==> src/rtl/tdfp_pkg.sv <==
// shared types, constants and helpers for the tagged decimal frame parser
// no dependencies; imported by every module of the block

package tdfp_pkg;

    // width of one collected decimal value and of each result field
    localparam int VALUE_WIDTH = 32;
    localparam int OUT_WIDTH   = 32;
    localparam int FIELD_COUNT = 5;
    localparam int IDX_WIDTH   = $clog2(FIELD_COUNT);
    localparam int BYTE_WIDTH  = 8;
    localparam int OUT_DATA_WIDTH = FIELD_COUNT * OUT_WIDTH;

    typedef logic [IDX_WIDTH-1:0]          t_field_idx;
    typedef logic [BYTE_WIDTH-1:0]         t_byte;
    typedef logic signed [VALUE_WIDTH-1:0] t_value;

    localparam t_field_idx FIELD_LAST = t_field_idx'(FIELD_COUNT - 1);

    // frame characters
    localparam t_byte CH_HEAD  = 8'h48;  // H
    localparam t_byte CH_TAIL  = 8'h54;  // T
    localparam t_byte CH_SEP_A = 8'h61;  // a
    localparam t_byte CH_SEP_B = 8'h62;  // b
    localparam t_byte CH_SEP_C = 8'h63;  // c
    localparam t_byte CH_SEP_D = 8'h64;  // d
    localparam t_byte CH_MINUS = 8'h2d;
    localparam t_byte CH_SPACE = 8'h20;
    localparam t_byte CH_ZERO  = 8'h30;
    localparam t_byte CH_NINE  = 8'h39;
    localparam t_byte CH_TAB   = 8'h09;  // first of tab, lf, vt, ff, cr
    localparam t_byte CH_CR    = 8'h0d;

    // per-field capture state
    typedef struct packed {
        t_value acc;
        logic   digit_seen;
        logic   digits_ended;
        logic   negative_sign;
    } t_field_state;

    localparam t_field_state FIELD_CLEAR = '{
        acc: '0, digit_seen: 1'b0, digits_ended: 1'b0, negative_sign: 1'b0};

    // separator that closes a given field
    function automatic t_byte separator_for(input t_field_idx idx);
        t_byte sep;
        case (idx)
            t_field_idx'(0): sep = CH_SEP_A;
            t_field_idx'(1): sep = CH_SEP_B;
            t_field_idx'(2): sep = CH_SEP_C;
            t_field_idx'(3): sep = CH_SEP_D;
            default:         sep = CH_TAIL;
        endcase
        return sep;
    endfunction

    // sign extension of a value to the result field width
    function automatic logic [OUT_WIDTH-1:0] widen(input t_value v);
        return OUT_WIDTH'(v);
    endfunction

endpackage

==> src/rtl/tdfp_digit_acc.sv <==
// content update of one field: white space, minus sign, saturating decimal digits
// depends on tdfp_pkg

module tdfp_digit_acc
    import tdfp_pkg::*;
(
    input  t_field_state i_field,
    input  t_byte        i_byte,
    output t_field_state o_field
);

    localparam int WIDE = VALUE_WIDTH + 5;

    localparam logic [VALUE_WIDTH-1:0] MAX_BITS = {1'b0, {(VALUE_WIDTH-1){1'b1}}};
    localparam logic [VALUE_WIDTH-1:0] MIN_BITS = {1'b1, {(VALUE_WIDTH-1){1'b0}}};
    localparam logic signed [WIDE-1:0] WIDE_MAX = WIDE'(signed'(MAX_BITS));
    localparam logic signed [WIDE-1:0] WIDE_MIN = WIDE'(signed'(MIN_BITS));

    logic                   is_digit;
    logic                   is_blank;
    logic signed [WIDE-1:0] acc_ext;
    logic signed [WIDE-1:0] acc_x10;
    logic signed [WIDE-1:0] digit_ext;
    logic signed [WIDE-1:0] sum;
    t_value                 sat;

    assign is_digit = (i_byte >= CH_ZERO) && (i_byte <= CH_NINE);
    assign is_blank = (i_byte == CH_SPACE) || ((i_byte >= CH_TAB) && (i_byte <= CH_CR));

    // times ten as two shifts and an add, then digit in or out by sign
    assign acc_ext   = WIDE'(i_field.acc);
    assign acc_x10   = (acc_ext <<< 3) + (acc_ext <<< 1);
    assign digit_ext = signed'(WIDE'(i_byte - CH_ZERO));
    assign sum       = i_field.negative_sign ? (acc_x10 - digit_ext) : (acc_x10 + digit_ext);

    // clamp to the signed value range
    always_comb begin
        if (sum > WIDE_MAX) begin
            sat = t_value'(WIDE_MAX);
        end else if (sum < WIDE_MIN) begin
            sat = t_value'(WIDE_MIN);
        end else begin
            sat = t_value'(sum);
        end
    end

    // capture decision for this word
    always_comb begin
        o_field = i_field;
        if (!i_field.digits_ended) begin
            if (is_digit) begin
                o_field.digit_seen = 1'b1;
                o_field.acc        = sat;
            end else if (!i_field.digit_seen && !i_field.negative_sign && is_blank) begin
                o_field = i_field;
            end else if (!i_field.digit_seen && !i_field.negative_sign &&
                         (i_byte == CH_MINUS)) begin
                o_field.negative_sign = 1'b1;
            end else begin
                o_field.digits_ended = 1'b1;
            end
        end
    end

endmodule

==> src/rtl/tdfp_frame_ctrl.sv <==
// frame tracking: head, separators, tail, held values per field
// depends on tdfp_pkg and tdfp_digit_acc

module tdfp_frame_ctrl
    import tdfp_pkg::*;
(
    input  logic                      i_clk,
    input  logic                      i_rst_n,
    input  logic                      i_step,
    input  t_byte                     i_byte,
    output logic                      o_emit,
    output logic [OUT_DATA_WIDTH-1:0] o_values
);

    logic         r_in_frame;
    logic         n_in_frame;
    t_field_idx   r_field_idx;
    t_field_idx   n_field_idx;
    t_field_state r_field;
    t_field_state n_field;
    t_value       r_held [FIELD_COUNT];
    t_value       n_held [FIELD_COUNT];
    t_field_state content_field;
    logic         is_sep;

    tdfp_digit_acc u_digit_acc (
        .i_field (r_field),
        .i_byte  (i_byte),
        .o_field (content_field)
    );

    assign is_sep = (i_byte == separator_for(r_field_idx));

    // next frame state for the byte at the input register
    always_comb begin
        n_in_frame  = r_in_frame;
        n_field_idx = r_field_idx;
        n_field     = r_field;
        n_held      = r_held;
        o_emit      = 1'b0;
        if (!r_in_frame) begin
            if (i_byte == CH_HEAD) begin
                n_in_frame  = 1'b1;
                n_field_idx = '0;
                n_field     = FIELD_CLEAR;
            end
        end else if (i_byte == CH_HEAD) begin
            n_in_frame = r_in_frame;
        end else if (is_sep) begin
            if (r_field.digit_seen) begin
                n_held[r_field_idx] = r_field.acc;
            end
            n_field = FIELD_CLEAR;
            if (r_field_idx == FIELD_LAST) begin
                n_in_frame  = 1'b0;
                n_field_idx = '0;
                o_emit      = 1'b1;
            end else begin
                n_field_idx = t_field_idx'(r_field_idx + 1'b1);
            end
        end else if (i_byte == CH_TAIL) begin
            n_in_frame  = 1'b0;
            n_field_idx = '0;
            n_field     = FIELD_CLEAR;
        end else begin
            n_field = content_field;
        end
    end

    // result words, field one in the lowest bits
    always_comb begin
        for (int i = 0; i < FIELD_COUNT; i++) begin
            o_values[i*OUT_WIDTH +: OUT_WIDTH] = widen(n_held[i]);
        end
    end

    // state registers
    always_ff @(posedge i_clk) begin
        if (!i_rst_n) begin
            r_in_frame  <= 1'b0;
            r_field_idx <= '0;
            r_field     <= FIELD_CLEAR;
            for (int i = 0; i < FIELD_COUNT; i++) begin
                r_held[i] <= '0;
            end
        end else if (i_step) begin
            r_in_frame  <= n_in_frame;
            r_field_idx <= n_field_idx;
            r_field     <= n_field;
            r_held      <= n_held;
        end
    end

    // field index stays within the five fields
    a_idx_range: assert property (@(posedge i_clk) disable iff (!i_rst_n)
        r_field_idx <= FIELD_LAST)
        else $error("field index out of range");

    // outside a frame the field state is clean and the index is at the start
    a_idle_clean: assert property (@(posedge i_clk) disable iff (!i_rst_n)
        !r_in_frame |-> (r_field_idx == '0) && (r_field == FIELD_CLEAR))
        else $error("stale field state outside a frame");

    // a result only closes the last field of an open frame
    a_emit_ctx: assert property (@(posedge i_clk) disable iff (!i_rst_n)
        o_emit |-> r_in_frame && (r_field_idx == FIELD_LAST) && (i_byte == CH_TAIL))
        else $error("result outside the last field");

    // a stepped completion leaves the frame
    a_emit_exit: assert property (@(posedge i_clk) disable iff (!i_rst_n)
        (i_step && o_emit) |=> !r_in_frame)
        else $error("frame still open after completion");

endmodule

==> src/rtl/tagged_decimal_frame_parser.sv <==
// A result for the word holding the tail T passes through the input register, then
// the result register, onto o_m_axis_tdata.
// Throughput: one byte per cycle; a completing byte waits in the input register only
// while the previous result is still held and not taken.
// Reset: i_rst_n synchronous, active low; clears frame state, held values to zero, valids.
// depends on tdfp_pkg and tdfp_frame_ctrl

module tagged_decimal_frame_parser
    import tdfp_pkg::*;
(
    input  logic                      i_clk,
    input  logic                      i_rst_n,
    input  logic                      i_s_axis_tvalid,
    output logic                      o_s_axis_tready,
    input  logic [BYTE_WIDTH-1:0]     i_s_axis_tdata,   // [7:0] rx_byte
    output logic                      o_m_axis_tvalid,
    input  logic                      i_m_axis_tready,
    // [31:0] value_one, [63:32] value_two, [95:64] value_three,
    // [127:96] value_four, [159:128] value_five
    output logic [OUT_DATA_WIDTH-1:0] o_m_axis_tdata
);

    logic                      r_in_valid;
    t_byte                     r_in_byte;
    logic                      r_out_valid;
    logic [OUT_DATA_WIDTH-1:0] r_out_data;
    logic                      emit;
    logic                      step;
    logic [OUT_DATA_WIDTH-1:0] values;

    tdfp_frame_ctrl u_frame_ctrl (
        .i_clk    (i_clk),
        .i_rst_n  (i_rst_n),
        .i_step   (step),
        .i_byte   (r_in_byte),
        .o_emit   (emit),
        .o_values (values)
    );

    // the held word moves on unless it completes a frame while the result register is full and not taken
    assign step            = r_in_valid && (!emit || !r_out_valid || i_m_axis_tready);
    assign o_s_axis_tready = !r_in_valid || step;

    // input register
    always_ff @(posedge i_clk) begin
        if (!i_rst_n) begin
            r_in_valid <= 1'b0;
        end else if (o_s_axis_tready) begin
            r_in_valid <= i_s_axis_tvalid;
        end
    end

    always_ff @(posedge i_clk) begin
        if (o_s_axis_tready && i_s_axis_tvalid) begin
            r_in_byte <= i_s_axis_tdata;
        end
    end

    // result register
    always_ff @(posedge i_clk) begin
        if (!i_rst_n) begin
            r_out_valid <= 1'b0;
        end else if (step && emit) begin
            r_out_valid <= 1'b1;
        end else if (i_m_axis_tready) begin
            r_out_valid <= 1'b0;
        end
    end

    always_ff @(posedge i_clk) begin
        if (step && emit) begin
            r_out_data <= values;
        end
    end

    assign o_m_axis_tvalid = r_out_valid;
    assign o_m_axis_tdata  = r_out_data;

endmodule

==> config.mk <==
export PLATFORM = sky130hd
export DESIGN_NAME = tagged_decimal_frame_parser
export DESIGN_NICKNAME = d
export VERILOG_FILES = /design/src/rtl/tdfp_pkg.sv /design/src/rtl/tdfp_digit_acc.sv /design/src/rtl/tdfp_frame_ctrl.sv /design/src/rtl/tagged_decimal_frame_parser.sv
export SDC_FILE = /design/constraint.sdc
export NUM_CORES = 1
export LEC_CHECK = 0
export ABC_AREA = 1
export BUFFER_PORTS_ARGS = -buffer_cell sky130_fd_sc_hd__buf_2
export CAP_MARGIN = 20
export CORE_ASPECT_RATIO = 0.9
export CORE_MARGIN = 5
export CORE_UTILIZATION = 30
export DETAILED_ROUTE_END_ITERATION = 6
export HOLD_SLACK_MARGIN = 0.06
export PLACE_DENSITY = 0.44
export SLEW_MARGIN = 0
export SYNTH_ARGS = -nofsm -noshare
export SYNTH_HDL_FRONTEND = slang
export SYNTH_SLANG_ARGS = --single-unit
==> constraint.sdc <==
create_clock -name i_clk -period 24.9 [get_ports i_clk]
set_input_delay 4.98 -clock i_clk [delete_from_list [all_inputs] [get_ports i_clk]]
set_output_delay 4.98 -clock i_clk [all_outputs]
set_load 0.02 [all_outputs]
==> metrics, run 1 <==
area growth from synthesis to layout 14.9%; Avg Vias per Cell around 4.8; Top Ports 174; Tmin final 10.73 ns; total power 1410 uW; Critical Path Source i_m_axis_tready; PortBufs 173; global-route wire length before repair 107 mm; sequential share of the synthesized area between 40% and 50%; Seq cells post-synth around 370; worst hold path type flop to flop; async set-reset flop share out of synthesis 0%; crit path DAT 5.75 ns; critical path type primary input to output port; Hold Crit Depth 2; H-tree depth 2; GRT overflow 0; RSZ-0062 raised after global routing false; Critical Path Start Type primary input; drt pass-1 iters 5; Rel. slew slack 20.2%; detail-routed net length per standard cell 18.5 um; initial antenna violation count 0; synthesized area per cell between 7 and 8 um^2; Setup crit end kind output port; final worst path period share around 43%; Final setup viols 0; Final ANT Viol Nets 0; vias in the first global route between 15,000 and 20,000; yosys synthesis warning count 0; CTS tree built; Cells after Synth between 2,000 and 3,000; Achievable Freq approximately 0.093 GHz; hold_sp u_frame_ctrl.r_held[61]; Static Leak approximately 0.012 uW; largest net degree at the start of global routing roughly 160; Post-CTS Setup Bufs 0; DRT iter0 DRCs approximately 1,400; reg2reg end u_frame_ctrl.r_field[26]; Post-Syn Area between 20,000 and 25,000 um^2; DRC viols 0; vias between 15,000 and 20,000; Post-synth EDFFs between 150 and 200; GPL Wtd Cong around 0.9; reg2reg setup slack between 15 and 20 ns; CTS Hold Bufs 0; Slew Limit Fails 0; pwr dens just under 60 nW/um^2; Clock Sinks approximately 370; drt total wl ~71 mm; post-synthesis cell type count 55; hpwl dp approximately 52 mm; Peak VDD IR roughly 0.044 mV; FF-to-FF path depth 29; Resized cells post-CTS 0; outcome finished, final reports clean; Synth Flop Type dfxtp_1; Hold Vio Cnt, Final 0; clk slew on worst S/H paths approximately 0.060 ns; overall global routing resource usage around 18%; CTS Buf Count between 40 and 50; die height roughly 260 um; worst slew pin tran between 1 and 1.5 ns; Starting Density 30.3%; clk_lat worst skew 0.59 ns; Syn Nets 2,838; layout cells sized above 1 a little over a tenth; Horiz. Die Dim 290 um; setup_tns 0 ns; reg2reg start u_frame_ctrl.r_field[7]; worst-path fanout max 2; Max clock buf depth 3; FP Rows 92; critical path endpoint o_s_axis_tready; max-cap viol count 0; core area 70,100 um^2; die footprint between 70,000 and 80,000 um^2; Max Clock Skew 0.0327 ns; critical path data required time between 15 and 20 ns; root buffer cell clkbuf_16; nets 2,966
layout by cell type, fill, tap and decap left out, drive strengths merged, types with 22 or more instances in the layout:
| master | synthesis | final |
|---|---|---|
| nand2 | 486 | 486 |
| inv | 375 | 378 |
| a21oi | 346 | 346 |
| nor2 | 314 | 314 |
| o21ai | 239 | 239 |
| dfxtp | 201 | 201 |
| buf | 55 | 190 |
| edfxtp | 168 | 168 |
| ha | 113 | 113 |
| mux2i | 96 | 96 |
| nand3 | 79 | 79 |
| clkbuf | 55 | 57 |
| xor2 | 52 | 52 |
| nor3 | 25 | 25 |
| nand4 | 22 | 22 |
critical path, stage by stage:
cell and delay (ns):
buf_2 0.10, nor2_1 0.16, nand3_2 0.13, nor2_1 0.15, inv_1 0.07, buf_2 0.16
logic make-up after synthesis:
group                      synth area share [%]
DFF                                        42.7
xor gates and xnor gates                   2.56
AOI/OAI and AO/OA                          15.9
and+or+nand+nor                            18.3
buffers and inverters                      9.02
adders and majority gates                  6.95
muxes                                      4.53
how the worst min path moves through the flow:
stage	endpoint	slack [ns]
2_1_floorplan	u_frame_ctrl.r_held[159]	0.43
3_3_place_gp	u_frame_ctrl.r_held[128]	0.44
4_1_cts	u_frame_ctrl.r_held[143]	0.45
6_report	u_frame_ctrl.r_held[61]	0.45
3_5_place_dp	u_frame_ctrl.r_held[143]	0.44
5_1_grt	u_frame_ctrl.r_held[143]	0.46
sequential cells by signal, summed over array words and instances (netlist names):
name                      count
r_in_byte                     8
u_frame_ctrl.r_field         35
o_m_axis_tvalid               1
o_m_axis_tdata              160
u_frame_ctrl.r_in_frame       1
u_frame_ctrl.r_held         160
r_in_valid                    1
u_frame_ctrl.r_field_idx      3
final cells by class:
class | instances | area (um^2)
Antenna cell | 1 | 2.50
Inverter | 375 | 1410
Sequential cell | 369 | 9070
Multi-Input combinational cell | 1856 | 10300
Tap cell | 940 | 1180
Fill cell | 7351 | 45700
Clock inverter | 27 | 233
Clock buffer | 57 | 1200
Timing Repair Buffer | 191 | 1040
Yosys cell counts, drive strengths merged (3+ instances only):
master / count / area [um^2]
a31oi: 8 / 50.1
inv: 375 / 1410
edfxtp: 168 / 5040
o21bai: 20 / 150
mux2i: 96 / 961
nor2: 314 / 1190
clkbuf: 55 / 209
nand2: 486 / 1840
o31ai: 3 / 22.5
o221ai: 3 / 26.3
nand4: 22 / 159
a221oi: 3 / 26.3
o21a: 4 / 30.0
nand3: 79 / 438
a21oi: 346 / 1730
and3: 3 / 18.8
o21ai: 239 / 1220
o211ai: 3 / 22.5
xor2: 52 / 455
dfxtp: 201 / 4020
nor3: 25 / 146
nor4: 5 / 46.3
ha: 113 / 1410
fa: 3 / 60.1
a211oi: 4 / 30.0
buf: 55 / 298
xnor2: 10 / 87.6
a21o: 4 / 30.0
per-stage QoR:
stage / hold WS [ns] / area (um^2) / setup slack (ns) / util [%] / std cells
2_1_floorplan: 0.430 / 21200 / 3.40 / - / 2710
5_1_grt: 0.462 / 24400 / 14.09 / 34.8 / 3815
3_5_place_dp: 0.444 / 22900 / 14.16 / 32.7 / 3730
3_3_place_gp: 0.439 / 22900 / 14.12 / 32.7 / 3729
6_report: 0.450 / 24400 / 14.17 / 34.8 / 3816
4_1_cts: 0.453 / 24400 / 14.16 / 34.7 / 3814
power breakdown:
group	total (uW)	internal (uW)	switching (uW)
Sequential	659	651	8.08
Clock	634	366	268
Combinational	117	33.6	82.9
per-layer routing:
layer | up-vias | global-route usage (%) | share of wire, %
met1 | 8523 | 25.4 | 48
met3 | 79 | 2.61 | 4.6
met4 | 0 | 4.27 | 2.2
met2 | 413 | 28.4 | 45
met5 | - | 0 | 0
li1 | 9224 | - | -
Note: power is estimated with default switching activity, not from simulation.
==> run 2, diff against run 1 <==
--- a/config.mk
+++ b/config.mk
@@ -5,7 +5,7 @@
 export SDC_FILE = /design/constraint.sdc
 export NUM_CORES = 1
 export LEC_CHECK = 0
-export ABC_AREA = 1
+export ABC_AREA = 0
 export BUFFER_PORTS_ARGS = -buffer_cell sky130_fd_sc_hd__buf_2
 export CAP_MARGIN = 20
 export CORE_ASPECT_RATIO = 0.9
@@ -13,7 +13,7 @@
 export CORE_UTILIZATION = 30
 export DETAILED_ROUTE_END_ITERATION = 6
 export HOLD_SLACK_MARGIN = 0.06
-export PLACE_DENSITY = 0.44
+export PLACE_DENSITY = 0.45
 export SLEW_MARGIN = 0
 export SYNTH_ARGS = -nofsm -noshare
 export SYNTH_HDL_FRONTEND = slang
==> constraint.sdc (replaced) <==
create_clock -name i_clk -period 9.35 [get_ports i_clk]
set_input_delay 1.87 -clock i_clk [delete_from_list [all_inputs] [get_ports i_clk]]
set_output_delay 1.87 -clock i_clk [all_outputs]
set_load 0.02 [all_outputs]
==> run 2 against run 1 <==
  * Clock-buffer cell count increased by 4
  * Clock power increased to 2.5 times the previous value
  * Sequential power increased to 2.6 times the previous value
  * Global-route usage decreased by 2.1 points
==> metrics, run 2 <==
Switch Pwr 799 uW (+120%); detail-routed net length per standard cell 19.7 um (+6.7%); ranking of synthesized cells by area edfxtp_1, dfxtp_1, ha_1; XOR/XNOR Fraction of Synth Area 2.60% (+0.043 points); Clock power frac 45.6% (+0.6 points); DRT iter0 DRCs 936 (-34%); clk_lat worst skew 0.55 ns (-0.04 ns); Resized cells post-CTS 0 (unchanged); async set-reset flop share out of synthesis 0% (unchanged); switching portion of total power 22.9% (-2.6 points); Max Clock Skew 0.0102 ns (-0.0225 ns); Setup crit end kind flop; nets 2,213 (-25%); CTS tree built; Peak VDD IR 0.136 mV (+210%); Combinational Power Share 5.8% (-2.5 points); overall global routing resource usage 15.7% (-2.1 points); Critical Path Start Type flop; mux cell area share after synthesis 12.2% (+7.7 points); Starting Density 30.2% (-0.072 points); Rel. slew slack 25.2% (+5.0 points); Clock Sinks 369 (unchanged); Final setup viols 0 (unchanged); Slew Limit Fails 0 (unchanged); hpwl dp 39.9 mm (-23%); worst slew pin tran 1.09 ns (-0.103 ns); Post-Syn Area 20,200 um^2 (-4.8%); reg2reg setup slack 2.43 ns (-15.90 ns); reg2reg end u_frame_ctrl.r_field[29]; Synth Flop Type dfxtp_1; area growth from synthesis to layout 13.9%; Syn Nets 2,090 (-26%); leading cell types by count after synthesis nor2_1, dfxtp_1, nand2_1; core area 66,900 um^2 (-4.6%); Cells after Synth 1,962 (-28%); vias in the first global route 15,200 (-12%); vias 15,300 (-16%); commonest non-fill, non-tap cell in the layout nor2_1; pwr dens 152 nW/um^2 (+160%); Achievable Freq about 0.14 GHz; post-synthesis cell type count 92 (+67%); GRT overflow 0 (unchanged); final worst path period share 74.0%; worst hold path type flop to flop; post-synthesis adder-cell area fraction 7.30% (+0.35 points); DRC viols 0 (unchanged); simple-gate share of the synthesized area 13.5% (-4.8 points); H-tree depth 2 (unchanged); post-synth top area share 25.0% (+1.2 points); global-route wire length before repair 91.6 mm (-14%); Hold Vio Cnt, Final 0 (unchanged); Tmin final about 6.9 ns; commonest non-fill, non-tap cells in the layout nor2_1, dfxtp_1, nand2_1; largest family of logic cells by synthesized area compound AO/OA/AOI/OAI gates; GPL Wtd Cong 0.893 (-2.5%); max-cap viol count 0 (unchanged); root buffer cell clkbuf_16; Static Leak 0.00991 uW (-19%); sequential share of the synthesized area 44.9% (+2.2 points); Seq cells post-synth 369 (unchanged); CTS Hold Bufs 0 (unchanged); Horiz. Die Dim 284 um (-2.4%); Post-CTS Setup Bufs 0 (unchanged); die footprint 72,600 um^2 (-4.6%); critical path type flop to flop; crit path DAT 7.36 ns (+1.61 ns); Max clock buf depth 3 (unchanged); die height 256 um (-2.3%); Yosys top cell by area edfxtp_1; Post-synth EDFFs 168 (unchanged); final core occ 34.4% (-0.40 points); Sequential Power Share 48.7% (+1.9 points); critical path endpoint u_frame_ctrl.r_field[29]; PortBufs 173 (unchanged); Critical Path Source u_frame_ctrl.r_field[3]; post-route cell area 23,000 um^2 (-5.7%); synthesized area per cell 10.3 um^2 (+31%); Avg Vias per Cell 5.12 (+7.0%); FF-to-FF path depth 23 (-21%); drt total wl 59.0 mm (-16%); RSZ-0062 raised after global routing false; FP Rows 90 (-2.2%); outcome finished, final reports clean; Compound-Gate Fraction of Synth Area 15.2% (-0.71 points); internal cell power 2690 uW (+160%); Final ANT Viol Nets 0 (unchanged); critical path data required time 9.79 ns (-10.13 ns); reg2reg start u_frame_ctrl.r_field[3]; CTS Buf Count 40 (-11%); largest net degree at the start of global routing 171 (+5.6%); clk slew on worst S/H paths 0.06 ns (about the same); yosys synthesis warning count 0 (unchanged); initial antenna violation count 1 (+1); Top Ports 174 (unchanged); DP Area 21,700 um^2 (-5.5%); most common cell in the netlist nor2_1; worst-path fanout max 30 (+28); setup_tns 0 ns (unchanged); drt pass-1 iters 6 (+1); layout cells sized above 1 19.0% (+8.6 points)
## run 2: how the worst min path moves through the flow
| stage | to | from | depth (start not counted) | slack (ns) |
|---|---|---|---|---|
| finish | u_frame_ctrl.r_held[58] | u_frame_ctrl.r_held[58] | 2 | 0.47 |
| global route | u_frame_ctrl.r_held[53] | u_frame_ctrl.r_held[53] | 2 | 0.48 |
| CTS | u_frame_ctrl.r_held[52] | u_frame_ctrl.r_held[52] | 2 | 0.47 |
| detailed placement | u_frame_ctrl.r_held[52] | u_frame_ctrl.r_held[52] | 2 | 0.46 |
| global placement | u_frame_ctrl.r_held[39] | u_frame_ctrl.r_held[39] | 2 | 0.45 |
| floorplan | u_frame_ctrl.r_held[40] | u_frame_ctrl.r_held[40] | 2 | 0.45 |
## run 2: logic make-up after synthesis
kind of cell	Yosys count
adders and majority gates	116
and+or+nand+nor	587
muxes	230
DFF	369
AOI/OAI and AO/OA	435
xor gates and xnor gates	60
buffers and inverters	165
## run 2: final cells by class
type                       instances  area, um^2
fill                            6775       43900
multi-input combinational       1428       10300
sequential                       369        9070
clock buffer                      61        1190
tap                              874        1090
timing repair buffer             187         996
inverter                          59         226
clock inverter                    13         135
antenna                            1        2.50
## run 2: per-layer routing
metal | vias up | track usage (%) | share of wire (%)
li1 | 7406 | - | -
met1 | 7479 | 22.1 | 48
met2 | 343 | 25.3 | 45
met3 | 78 | 2.75 | 4.6
met4 | 0 | 3.46 | 1.7
met5 | - | 0 | 0
## run 2: stage by stage
step	setup slack (ns)	power [uW]	hold slack (ns)	cells
4_1_cts	2.33	3550	0.471	2991
5_1_grt	1.86	3630	0.483	2991
3_3_place_gp	2.54	1930	0.454	2917
3_5_place_dp	2.37	1930	0.460	2917
2_1_floorplan	2.19	1890	0.448	1962
6_report	2.43	3490	0.470	2992
## run 2: worst max-delay path: stages, from the launching register on
cell and delay (ns):
dfxtp_1 0.43, ha_1 0.29, fa_1 0.41, a21o_1 0.22, a221oi_1 0.50, a21oi_1 0.33, nand3_1 0.17, a41oi_1 0.21
nor4_1 0.36, o31ai_1 0.19, o41ai_1 0.56, xnor2_1 0.19, ha_1 0.47, inv_1 0.26, nor2_1 0.09, nor2_1 0.14
o21ai_0 0.13, o31a_1 0.32, a221oi_2 0.24, xnor2_1 0.15, nor4_2 0.43, a211oi_4 0.10, buf_4 0.29, a221o_1 0.31
## run 2: power groups by stage
stage	sequential, uW	clock [uW]	combinational, uW
6_report	1700	1590	201
5_1_grt	1700	1710	222
4_1_cts	1700	1650	201
3_5_place_dp	1730	0	200
3_3_place_gp	1730	0	199
2_1_floorplan	1730	0	162
==> run 3, diff against run 2 <==
==> constraint.sdc (replaced) <==
create_clock -name i_clk -period 5.95 [get_ports i_clk]
set_input_delay 1.19 -clock i_clk [delete_from_list [all_inputs] [get_ports i_clk]]
set_output_delay 1.19 -clock i_clk [all_outputs]
set_load 0.02 [all_outputs]
==> run 3 against run 2 <==
  * Worst hold slack better by 0.00089 ns
  * Clock power rose by 46%
  * Critical path type unchanged
  * Largest cell class unchanged
  * Core utilization up 2.5 points
  * Routed wire length is 5.6% higher
  * Largest power group unchanged
  * Combinational power rose by 88%
  * Sequential power increased by 57%
  * Highest routed layer unchanged
  * Power is 54% higher
  * Final cell count is 5.8% higher
==> metrics, run 3 (synthesized netlist as in run 2, its figures left out) <==
Setup crit end kind flop; Max Clock Skew 0.0187 ns (+0.00851 ns); GRT overflow 0 (unchanged); multi-input combinational cell area 10,600 um^2 (+3.4%); core area 66,900 um^2 (unchanged); Slew Limit Fails 0 (unchanged); Final setup viols 0 (unchanged); H-tree depth 2 (unchanged); worst slew pin tran 1.17 ns (+0.0739 ns); clk slew on worst S/H paths 0.06 ns (about the same); layout cells sized above 1 27.4% (+8.4 points); largest net degree at the start of global routing 174 (+1.8%); CTS Buf Count 39 (-2.5%); ANT cells 0 (-1); Clock Sinks 369 (unchanged); Max clock buf depth 3 (unchanged); worst-path fanout max 15 (-50%); critical path type flop to flop; reg2reg start u_frame_ctrl.r_field[17]; root buffer cell clkbuf_16; Reg area 9070 um^2 (about the same); Final ANT Viol Nets 0 (unchanged); CTS tree built; critical path data required time 6.44 ns (-3.35 ns); Critical Path Start Type flop; FF-to-FF path depth 24 (+4.3%); max-cap viol count 0 (unchanged); Avg Vias per Cell 5.07 (-0.88%); Rel. slew slack 22.1% (-3.0 points); pwr dens 218 nW/um^2 (+43%); drt total wl 62.3 mm (+5.6%); Hold Vio Cnt, Final 0 (unchanged); outcome finished, final reports clean; commonest non-fill, non-tap cell in the layout nor2_1; crit path DAT 6.23 ns (-1.13 ns); area growth from synthesis to layout 22.2%; hpwl dp 43.1 mm (+7.8%); final worst path period share 96.5% (+23 points); overall global routing resource usage 16.2% (+0.47 points); PortBufs 173 (unchanged); reg2reg end u_frame_ctrl.r_field[26]; commonest non-fill, non-tap cells in the layout nor2_1, dfxtp_1, nand2_1; GPL Wtd Cong 0.884 (-1.0%); die footprint 72,600 um^2 (unchanged); Tmin final 5.74 ns (-1.17 ns); vias 16,000 (+4.9%); final core occ 36.9% (+2.5 points); clk_lat worst skew 0.56 ns (about the same); initial antenna violation count 3 (+2); Layout fillers 6,680 (-1.4%); nets 2,389 (+8.0%); worst hold path type flop to flop; vias in the first global route 15,700 (+3.7%); Top Ports 174 (unchanged); drt pass-1 iters 5 (-1); Starting Density 30.2% (unchanged); setup_tns 0 ns (unchanged); reg2reg setup slack 0.21 ns (-2.23 ns); FP Rows 90 (unchanged); DRT iter0 DRCs 1,039 (+11%); critical path endpoint u_frame_ctrl.r_field[26]; die height 256 um (unchanged); DRC viols 0 (unchanged); global-route wire length before repair 94.3 mm (+3.0%); Achievable Freq 0.174 GHz (+20%); Critical Path Source u_frame_ctrl.r_field[17]; detail-routed net length per standard cell 19.7 um (-0.15%); Static Leak 0.0108 uW (+9.3%); Horiz. Die Dim 284 um (unchanged); Peak VDD IR 0.167 mV (+23%)
run 3: changes by cell type in the layout (fill, tap and decap cells not counted), sizes merged:
cell	change
buf	+175
clkbuf	+3
clkinv	-3
bufinv	-1
clkinvlp	-1
diode	-1
inv	+1
run 3: worst max-delay path: stages, from the launching register on:
cell and delay [ns]:
dfxtp_2 0.34, buf_4 0.14, ha_1 0.30, buf_4 0.15
a221o_1 0.38, or4_1 0.41, o211ai_1 0.35, a21oi_2 0.13
or2_2 0.33, xor2_2 0.19, ha_2 0.41, inv_1 0.10
a21oi_1 0.19, o31ai_1 0.10, a41o_1 0.23, nand2_1 0.09
o211ai_1 0.09, buf_4 0.15, o32a_1 0.29, a211oi_2 0.34
nand4_1 0.27, a21oi_4 0.21, buf_12 0.14, buf_12 0.15
a221o_1 0.16
run 3: how the worst min path moves through the flow:
stage / cells past startpoint / start / endpoint / slack [ns]
after CTS: 2 / u_frame_ctrl.r_held[33] / u_frame_ctrl.r_held[33] / 0.47
after floorplan: 2 / u_frame_ctrl.r_held[40] / u_frame_ctrl.r_held[40] / 0.45
after global placement: 2 / u_frame_ctrl.r_held[35] / u_frame_ctrl.r_held[35] / 0.45
after detailed placement: 2 / u_frame_ctrl.r_held[33] / u_frame_ctrl.r_held[33] / 0.46
final: 2 / u_frame_ctrl.r_held[49] / u_frame_ctrl.r_held[49] / 0.47
after global routing: 2 / u_frame_ctrl.r_held[36] / u_frame_ctrl.r_held[36] / 0.50
run 3: cell type report:
| cell class | count | share of cell area (%) |
|---|---|---|
| multi-input combinational | 1428 | 43.1 |
| sequential | 369 | 36.8 |
| timing repair buffer | 364 | 9.93 |
| clock buffer | 62 | 4.56 |
| tap | 874 | 4.43 |
| inverter | 59 | 0.918 |
| clock inverter | 9 | 0.314 |
run 3: report_power, final:
| part | switching, uW | internal [uW] |
|---|---|---|
| combinational | 231 | 147 |
| sequential | 18.5 | 2650 |
| clock | 978 | 1340 |
| total | 1230 | 4140 |
run 3: metal layers:
metal / vias up / share of wire [%] / GRT usage, %
met2: 328 / 47 / 27.0
met4: 0 / 1.5 / 3.10
met1: 7882 / 48 / 22.6
li1: 7767 / - / -
met5: - / 0 / 0
met3: 72 / 3.7 / 2.32
run 3: repair_timing:
| action | in CTS | in global routing |
|---|---|---|
| endpoints found under the setup margin | 30 | 31 |
| gates resized for setup | 1 | 78 |
| pin swaps | 0 | 30 |
| hold buffers | 0 | 0 |
| cloned | 0 | 3 |
| setup buffers | 0 | 7 |
run 3: through the flow:
stage / worst slack, ns / instances / instance area [um^2] / hold slack [ns] / total power, uW
finish: 0.206 / 3165 / 24700 / 0.471 / 5370
global placement: -0.0281 / 3084 / 23000 / 0.454 / 3090
CTS: 0.0155 / 3155 / 24200 / 0.472 / 5440
global route: -0.0151 / 3165 / 24700 / 0.498 / 5600
detailed placement: -0.00555 / 3084 / 23000 / 0.461 / 3090
floorplan: 0.645 / 1962 / 20200 / 0.448 / 2970
